### src/rtl/mdp_pkg.sv
// Package with shared types and constants of the mouse delta packetizer.
`timescale 1ns / 1ps
`default_nettype none

package mdp_pkg;

  localparam logic [7:0] HostPktReq  = 8'h40;
  localparam logic [7:0] HostPktPre  = 8'h41;
  localparam logic [7:0] HostKeysOff = 8'h48;
  localparam logic [7:0] HostKeysOn  = 8'h49;

  localparam logic signed [15:0] OvfHigh = 16'sd127;
  localparam logic signed [15:0] OvfLow  = -16'sd128;
  localparam logic signed [15:0] AccMax  = 16'sh7FFF;
  localparam logic signed [15:0] AccMin  = -16'sh8000;

  localparam logic [3:0] DividerReset = 4'd3;

  localparam logic OpMouse = 1'b0;
  localparam logic OpHost  = 1'b1;

  typedef struct packed {
    logic       start;
    logic [7:0] mag;
    logic [3:0] divisor;
  } div_req_t;

  typedef struct packed {
    logic       busy;
    logic       done;
    logic [7:0] quot;
  } div_rsp_t;

endpackage

`default_nettype wire

### src/rtl/mdp_div.sv
// Bit-serial restoring divider for an 8-bit magnitude by a 4-bit divisor.
`timescale 1ns / 1ps
`default_nettype none

module mdp_div (
  input  wire                    clk_i,
  input  wire                    rst_ni,
  input  wire mdp_pkg::div_req_t req_i,
  output mdp_pkg::div_rsp_t      rsp_o
);

  logic        busy_q, busy_d;
  logic        done_q, done_d;
  logic [2:0]  cnt_q, cnt_d;
  logic [3:0]  div_q, div_d;
  logic [12:0] work_q, work_d;
  logic [12:0] shifted;
  logic [4:0]  trial;

  always_comb begin
    shifted = {work_q[11:0], 1'b0};
    trial   = shifted[12:8] - {1'b0, div_q};
    busy_d  = busy_q;
    done_d  = 1'b0;
    cnt_d   = cnt_q;
    div_d   = div_q;
    work_d  = work_q;
    if (req_i.start && !busy_q) begin
      busy_d = 1'b1;
      cnt_d  = 3'd0;
      div_d  = (req_i.divisor == 4'd0) ? 4'd1 : req_i.divisor;
      work_d = {5'd0, req_i.mag};
    end else if (busy_q) begin
      if (shifted[12:8] >= {1'b0, div_q}) begin
        work_d = {trial, shifted[7:1], 1'b1};
      end else begin
        work_d = shifted;
      end
      cnt_d = cnt_q + 3'd1;
      if (cnt_q == 3'd7) begin
        busy_d = 1'b0;
        done_d = 1'b1;
      end
    end
  end

  always_ff @(posedge clk_i or negedge rst_ni) begin
    if (!rst_ni) begin
      busy_q <= 1'b0;
      done_q <= 1'b0;
      cnt_q  <= 3'd0;
    end else begin
      busy_q <= busy_d;
      done_q <= done_d;
      cnt_q  <= cnt_d;
    end
  end

  always_ff @(posedge clk_i) begin
    div_q  <= div_d;
    work_q <= work_d;
  end

  assign rsp_o.busy = busy_q;
  assign rsp_o.done = done_q;
  assign rsp_o.quot = work_q[7:0];

  assert property (@(posedge clk_i) disable iff (!rst_ni) done_q |-> !busy_q)
    else $error("Divider reports done while still busy.");
  assert property (@(posedge clk_i) disable iff (!rst_ni)
    (busy_q && cnt_q == 3'd7) |=> done_q)
    else $error("Divider missed its done pulse after the last step.");
  assert property (@(posedge clk_i) disable iff (!rst_ni) busy_q |-> div_q != 4'd0)
    else $error("Divider runs with a zero divisor.");

endmodule

`default_nettype wire

### src/rtl/mouse_delta_packetizer.sv
// Top level of the mouse delta packetizer: sequencer, accumulators and output word register.
// A report runs two divides (X then Y) on the shared divider, each of eight steps and then its
// done pulse, then the emit state; no new item is taken until the sequencer is idle again.
// A host byte goes straight to the emit state, and a packet gives one word per cycle while the
// output is not stalled; a stalled output word holds back the emit state.
// Reset is asynchronous and active low: accumulators, buttons, previous host byte and
// keyboard enable clear, the divider register returns to 3 and no word is pending.
`timescale 1ns / 1ps
`default_nettype none

module mouse_delta_packetizer (
  input  wire              clk_i,
  input  wire              rst_ni,
  input  wire              cfg_we_i,
  input  wire  [3:0]       cfg_wdata_i,
  input  wire              in_valid_i,
  output logic             in_stall_o,
  input  wire              operation_i,
  input  wire signed [7:0] move_x_i,
  input  wire signed [7:0] move_y_i,
  input  wire              left_button_i,
  input  wire              right_button_i,
  input  wire  [7:0]       host_byte_i,
  output logic             out_valid_o,
  input  wire              out_stall_i,
  output logic [7:0]       mouse_byte_o,
  output logic             byte_valid_o,
  output logic             last_of_run_o,
  output logic             keys_enabled_o
);

  typedef enum logic [1:0] {
    S_IDLE,
    S_DIV_X,
    S_DIV_Y,
    S_EMIT
  } state_e;

  state_e             state_q;
  logic [3:0]         divider_q;
  logic signed [15:0] acc_x_q;
  logic signed [15:0] acc_y_q;
  logic               left_q;
  logic               right_q;
  logic [7:0]         prev_host_q;
  logic               keys_q;
  logic signed [7:0]  hold_y_q;
  logic               neg_q;
  logic               pkt_q;
  logic [1:0]         idx_q;
  logic               out_valid_q;
  logic [7:0]         out_byte_q;
  logic               out_bvalid_q;
  logic               out_last_q;
  logic               out_keys_q;

  mdp_pkg::div_req_t div_req;
  mdp_pkg::div_rsp_t div_rsp;

  logic               accept;
  logic               out_free;
  logic               emit;
  logic signed [8:0]  delta;
  logic signed [15:0] add_acc;
  logic signed [16:0] sum;
  logic signed [15:0] sat_sum;
  logic [7:0]         status;
  logic [7:0]         emit_byte;

  assign accept   = in_valid_i && (state_q == S_IDLE);
  assign out_free = !out_valid_q || !out_stall_i;
  assign emit     = (state_q == S_EMIT) && out_free;

  always_comb begin
    div_req.start   = 1'b0;
    div_req.mag     = 8'd0;
    div_req.divisor = divider_q;
    if (accept && operation_i == mdp_pkg::OpMouse) begin
      div_req.start = 1'b1;
      div_req.mag   = move_x_i[7] ? 8'(-move_x_i) : move_x_i;
    end else if (state_q == S_DIV_X && div_rsp.done) begin
      div_req.start = 1'b1;
      div_req.mag   = hold_y_q[7] ? 8'(-hold_y_q) : hold_y_q;
    end
  end

  mdp_div u_div (
    .clk_i  (clk_i),
    .rst_ni (rst_ni),
    .req_i  (div_req),
    .rsp_o  (div_rsp)
  );

  always_comb begin
    delta   = neg_q ? -$signed({1'b0, div_rsp.quot}) : $signed({1'b0, div_rsp.quot});
    add_acc = (state_q == S_DIV_Y) ? acc_y_q : acc_x_q;
    sum     = {add_acc[15], add_acc} + {{8{delta[8]}}, delta};
    if (sum[16] != sum[15]) begin
      sat_sum = sum[16] ? mdp_pkg::AccMin : mdp_pkg::AccMax;
    end else begin
      sat_sum = sum[15:0];
    end
  end

  always_comb begin
    status = {acc_y_q < mdp_pkg::OvfLow, acc_y_q > mdp_pkg::OvfHigh,
              acc_x_q < mdp_pkg::OvfLow, acc_x_q > mdp_pkg::OvfHigh,
              2'b00, right_q, left_q};
    case (idx_q)
      2'd0:    emit_byte = status;
      2'd1:    emit_byte = acc_x_q[7:0];
      default: emit_byte = acc_y_q[7:0];
    endcase
  end

  always_ff @(posedge clk_i or negedge rst_ni) begin
    if (!rst_ni) begin
      state_q      <= S_IDLE;
      divider_q    <= mdp_pkg::DividerReset;
      acc_x_q      <= '0;
      acc_y_q      <= '0;
      left_q       <= 1'b0;
      right_q      <= 1'b0;
      prev_host_q  <= 8'd0;
      keys_q       <= 1'b0;
      hold_y_q     <= '0;
      neg_q        <= 1'b0;
      pkt_q        <= 1'b0;
      idx_q        <= 2'd0;
      out_valid_q  <= 1'b0;
      out_byte_q   <= 8'd0;
      out_bvalid_q <= 1'b0;
      out_last_q   <= 1'b0;
      out_keys_q   <= 1'b0;
    end else begin
      if (cfg_we_i) begin
        divider_q <= cfg_wdata_i;
      end
      if (emit) begin
        out_valid_q <= 1'b1;
      end else if (!out_stall_i) begin
        out_valid_q <= 1'b0;
      end
      case (state_q)
        S_IDLE: begin
          if (accept) begin
            idx_q <= 2'd0;
            if (operation_i == mdp_pkg::OpMouse) begin
              hold_y_q <= move_y_i;
              neg_q    <= move_x_i[7];
              left_q   <= left_button_i;
              right_q  <= right_button_i;
              pkt_q    <= 1'b0;
              state_q  <= S_DIV_X;
            end else begin
              prev_host_q <= host_byte_i;
              pkt_q <= (host_byte_i == mdp_pkg::HostPktReq) &&
                       (prev_host_q == mdp_pkg::HostPktPre);
              if (host_byte_i == mdp_pkg::HostKeysOff) begin
                keys_q <= 1'b0;
              end else if (host_byte_i == mdp_pkg::HostKeysOn) begin
                keys_q <= 1'b1;
              end
              state_q <= S_EMIT;
            end
          end
        end
        S_DIV_X: begin
          if (div_rsp.done) begin
            acc_x_q <= sat_sum;
            neg_q   <= hold_y_q[7];
            state_q <= S_DIV_Y;
          end
        end
        S_DIV_Y: begin
          if (div_rsp.done) begin
            acc_y_q <= sat_sum;
            state_q <= S_EMIT;
          end
        end
        S_EMIT: begin
          if (out_free) begin
            out_keys_q   <= keys_q;
            out_bvalid_q <= pkt_q;
            out_byte_q   <= pkt_q ? emit_byte : 8'd0;
            out_last_q   <= !pkt_q || (idx_q == 2'd2);
            idx_q        <= idx_q + 2'd1;
            if (!pkt_q || idx_q == 2'd2) begin
              state_q <= S_IDLE;
              if (pkt_q) begin
                acc_x_q <= '0;
                acc_y_q <= '0;
              end
            end
          end
        end
        default: state_q <= S_IDLE;
      endcase
    end
  end

  assign in_stall_o     = (state_q != S_IDLE);
  assign out_valid_o    = out_valid_q;
  assign mouse_byte_o   = out_byte_q;
  assign byte_valid_o   = out_bvalid_q;
  assign last_of_run_o  = out_last_q;
  assign keys_enabled_o = out_keys_q;

  assert property (@(posedge clk_i) disable iff (!rst_ni)
    div_rsp.done |-> (state_q == S_DIV_X || state_q == S_DIV_Y))
    else $error("Divider finished outside a divide step.");
  assert property (@(posedge clk_i) disable iff (!rst_ni) div_rsp.busy |-> in_stall_o)
    else $error("Input taken while the divider is busy.");
  assert property (@(posedge clk_i) disable iff (!rst_ni)
    (state_q == S_EMIT && out_free && pkt_q && idx_q == 2'd2) |=>
    (acc_x_q == 16'sd0 && acc_y_q == 16'sd0))
    else $error("Accumulators not cleared after the packet.");

endmodule

`default_nettype wire
### config.mk
export PLATFORM = sky130hd
export DESIGN_NAME = mouse_delta_packetizer
export DESIGN_NICKNAME = d
export VERILOG_FILES = /design/src/rtl/mdp_pkg.sv /design/src/rtl/mdp_div.sv /design/src/rtl/mouse_delta_packetizer.sv
export SDC_FILE = /design/constraint.sdc
export NUM_CORES = 1
export LEC_CHECK = 0
export ABC_AREA = 0
export BUFFER_PORTS_ARGS = -buffer_cell sky130_fd_sc_hd__buf_2
export CORE_AREA = 4 4 119 121
export CTS_CLUSTER_DIAMETER = 50
export DETAILED_ROUTE_END_ITERATION = 6
export DIE_AREA = 0 0 123 125
export HOLD_SLACK_MARGIN = 0.12
export PLACE_DENSITY_LB_ADDON = 0.1
export SKIP_LAST_GASP = 1
export SLEW_MARGIN = 20
export SYNTH_ARGS = -nofsm -noshare
export SYNTH_HDL_FRONTEND = slang
export SYNTH_SLANG_ARGS = --single-unit
export TNS_END_PERCENT = 1
### constraint.sdc
create_clock -name clk_i -period 9.97 [get_ports clk_i]
set_clock_uncertainty 0.15 [all_clocks]
set_input_delay 0.4985 -clock clk_i [delete_from_list [all_inputs] [get_ports clk_i]]
set_output_delay 0.4985 -clock clk_i [all_outputs]
set_load 0.02 [all_outputs]
==> flow_summary_export.csv <==
group,metric,value,unit
die,start_util,43.9,%
cts,cts_tree,"built",
finish,final_cell_mix,"dfrtp_1, nand2_1, buf_2",
power,p_leak,2.90,nW
logic_synthesis,synth_edf_count,12,
drt,via_per_inst,5.52,
power,power_switching,1.17,mW
timing,finalHoldViolCount,0,
logic_synthesis,async_flop_share,83.0,%
timing,fin_crit_sh,44.4,%
cts,cts_root_buf,"clkbuf_16",
logic_synthesis,ys_seq_area_share,41.7,%
timing,finalSetupViolations,0,
global_route,overflow,0,
setup_path,arrival,4520,ps
logic_synthesis,synth_cell_types,64,
finish,layout.nets,666,
cts,path_clk_slew,70,ps
worst_hold_path,min_delay_path_depth,3,
timing,worstMarginPinSlew,1060,ps
logic_synthesis,ys.flop_type,"dfrtp_1",
cts,htree_num_levels,3,
finish,seq_area,0.00239,mm²
placed_design,dpl.hpwl,9.89,mm
finish,n_fill_cell,1234,
drt,firstDrtPassIters,5,
power,power_frac_seq,25.6,%
logic_synthesis,syn-instance-count,558,
logic_synthesis,synth_mux_area_share,8.36,%
logic_synthesis,synth_compound_area_share,20.8,%
timing,layout_setup_ws,5550,ps
global_route,grt_usage,18.0,%
drt,drc,0,
global_route,antenna_found_initial,0,
setup_path,start_kind,"flop",
global_route,grt_start_max_net_pins,79,
finish,multi_input_area,0.00318,mm²
timing,worst_hold_slack,193,ps
cts,numCtsBuffers,9,
drt,drtIter0Drc,245,
finish,area_growth,12.3,%
power,clkPwrFrac,14.1,%
cts,clkLatencyLatePin,350,ps
placed_design,place.gp.congestion,0.847,
drt,drt-total-wl,13.3,mm
drt,vias,4286,
placed_design,port-buffer-count,48,
logic_synthesis,ys_warn_count,0,
global_route,grt_pass1_wl,21.9,mm
finish,drive_above_1_share,22.5,%
die,die_y,125,µm
logic_synthesis,synth_area,0.00575,mm²
timing,fin_crit,4420,ps
drt,post_drt_wl_per_cell,17.1,µm
logic_synthesis,yosys.area_share.xor_xnor,4.27,%
flow_run,cap_violations,0,
setup_path,ff2ff_setup_slack,5550,ps
die,die_w,123,µm
setup_path,worstPathRequired,10060,ps
worst_hold_path,min-delay-start,"move_y_i[1]",
drt,ant_nets,0,
cts,cts_buffer_depth,2,
power,power_density,399,mW/mm²
timing,rsz0062_at_grt,"false",
die,io_pins,49,
logic_synthesis,syn_area_per_cell,10.3,µm²
setup_path,reg2reg_depth,12,
setup_path,critPathKind,"flop to flop",
die,row_count,42,
timing,setup_tns,0,ps
timing,relSlewSlack,28.9,%
power,internal_power,1.41,mW
logic_synthesis,synth_seq_cells,94,
worst_hold_path,hold_class,"input pin to flop",
run_status,status,"complete, no violations",
placed_design,post-place-ws,5530,ps
power,comb_power_share,60.3,%
finish,final_util,49.3,%
setup_path,path_max_fanout,20,
setup_path,end_kind,"flop",
die,fp.dieArea,0.0154,mm²
power,finalPower,2.57,mW
logic_synthesis,synthSimpleGateAreaFrac,11.8,%
global_route,grt_pass1_vias,4230,
timing,slew_viol_final,0,
logic_synthesis,synth_top_family_by_area,"compound AO/OA/AOI/OAI gates",
logic_synthesis,yosys.area_share.adder,9.95,%
setup_path,reg2reg_from,"state_q[0]$_DFFE_PN0P_",
logic_synthesis,syn-num-nets,628,
power,swShare,45.3,%
timing,max_freq,226,MHz
die,coreArea,0.0131,mm²
cts,clock-sinks,94,
worst_hold_path,min_to,"hold_y_q[1]$_DFFE_PN0P_",
power,ir_worst_vdd,0.000169,V
finish,n_antenna_cell,0,
finish,mostFrequentLayoutCell,"dfrtp_1",
setup_path,r2r_end,"acc_y_q[0]$_DFFE_PN0P_",
==> cell families (layout without fill, tap and decap cells) <==
family | Yosys count | after routing
multiplexers | 43 | 43
AND/OR/NAND/NOR | 140 | 140
flip-flops | 94 | 94
AO/OA/AOI/OAI | 161 | 161
adder cells (fa/ha/maj) | 46 | 46
XOR/XNOR | 28 | 28
buffers and inverters | 46 | 89
==> stage by stage <==
stage / cell area, µm² / cells
2_1_floorplan: 5750 / 558
3_3_place_gp: 6120 / 760
3_5_place_dp: 6120 / 760
4_1_cts: 6440 / 776
5_1_grt: 6460 / 777
6_report: 6460 / 777
==> flip-flops by register name (all words and copies together) (netlist names), 2 cells and up <==
| register | cells |
|---|---|
| idx_q | 2 |
| acc_x_q | 16 |
| acc_y_q | 16 |
| hold_y_q | 8 |
| u_div.div_q | 4 |
| state_q | 2 |
| u_div.cnt_q | 3 |
| u_div.work_q | 12 |
| mouse_byte_o | 8 |
| prev_host_q | 8 |
| divider_q | 4 |
==> what timing repair did <==
action	CTS	global route
hold endpoints to repair	0	46
hold buffers	0	1
buffers inserted	0	0
gates resized for setup	0	0
==> area by class of cell <==
cell class,count,area share (%)
inverter,24,1.40
clock inverter,5,0.969
sequential,94,37.1
timing repair buffer,49,3.97
multi-input combinational,418,49.2
tap,176,3.41
clock buffer,11,3.91
==> synth_stat cells (10+ instances only) <==
| cell type | instances | area share, % |
|---|---|---|
| nand2_1 | 59 | 3.9 |
| edfxtp_1 | 12 | 6.3 |
| a221o_1 | 10 | 1.7 |
| o21ai_0 | 39 | 3.4 |
| inv_1 | 23 | 1.5 |
| xnor2_1 | 23 | 3.5 |
| mux2_2 | 40 | 7.8 |
| dfrtp_1 | 76 | 33 |
| a22o_1 | 26 | 4.0 |
| ha_1 | 32 | 7.0 |
| nor2_1 | 20 | 1.3 |
| a21oi_1 | 27 | 2.4 |
| clkbuf_1 | 19 | 1.2 |
==> worst max-delay path: stages (launching register included) <==
cell,delay [ps]
dfrtp_1,400
inv_1,110
ha_1,770
mux2_2,410
ha_1,220
fa_1,440
a211oi_2,270
o211ai_2,160
a311oi_4,360
a31oi_4,320
and2_1,250
o221a_1,250
a22o_1,200
==> routing by layer <==
metal	wire length [µm]	global-route usage, %	vias to the layer above
li1	-	-	2150
met1	6420	26.1	2034
met2	6050	26.9	84
met3	518	2.71	18
met4	285	6.97	0
met5	0	0	-
==> power by group through the flow <==
stage               logic [mW]  registers (mW)  clock network (mW)
floorplan                 1.27           0.616                   0
global placement          1.52           0.660                   0
detailed placement        1.55           0.664                   0
CTS                       1.55           0.657               0.373
global route              1.72           0.678               0.389
finish                    1.55           0.659               0.364
==> worst max path at each step <==
| stage | startpoint | endpoint | slack, ps | cells after the start |
|---|---|---|---|---|
| final | state_q[0]$_DFFE_PN0P_ | acc_y_q[0]$_DFFE_PN0P_ | 5550 | 12 |
| after global routing | state_q[0]$_DFFE_PN0P_ | acc_y_q[0]$_DFFE_PN0P_ | 5290 | 12 |
| after CTS | state_q[0]$_DFFE_PN0P_ | acc_x_q[0]$_DFFE_PN0P_ | 5520 | 12 |
| after detailed placement | state_q[0]$_DFFE_PN0P_ | acc_x_q[0]$_DFFE_PN0P_ | 5530 | 12 |
| after global placement | state_q[0]$_DFFE_PN0P_ | acc_x_q[0]$_DFFE_PN0P_ | 5620 | 12 |
| after floorplan | state_q[0]$_DFFE_PN0P_ | acc_y_q[10]$_DFFE_PN0P_ | 5820 | 14 |
Power figures use the tool's default switching activity.
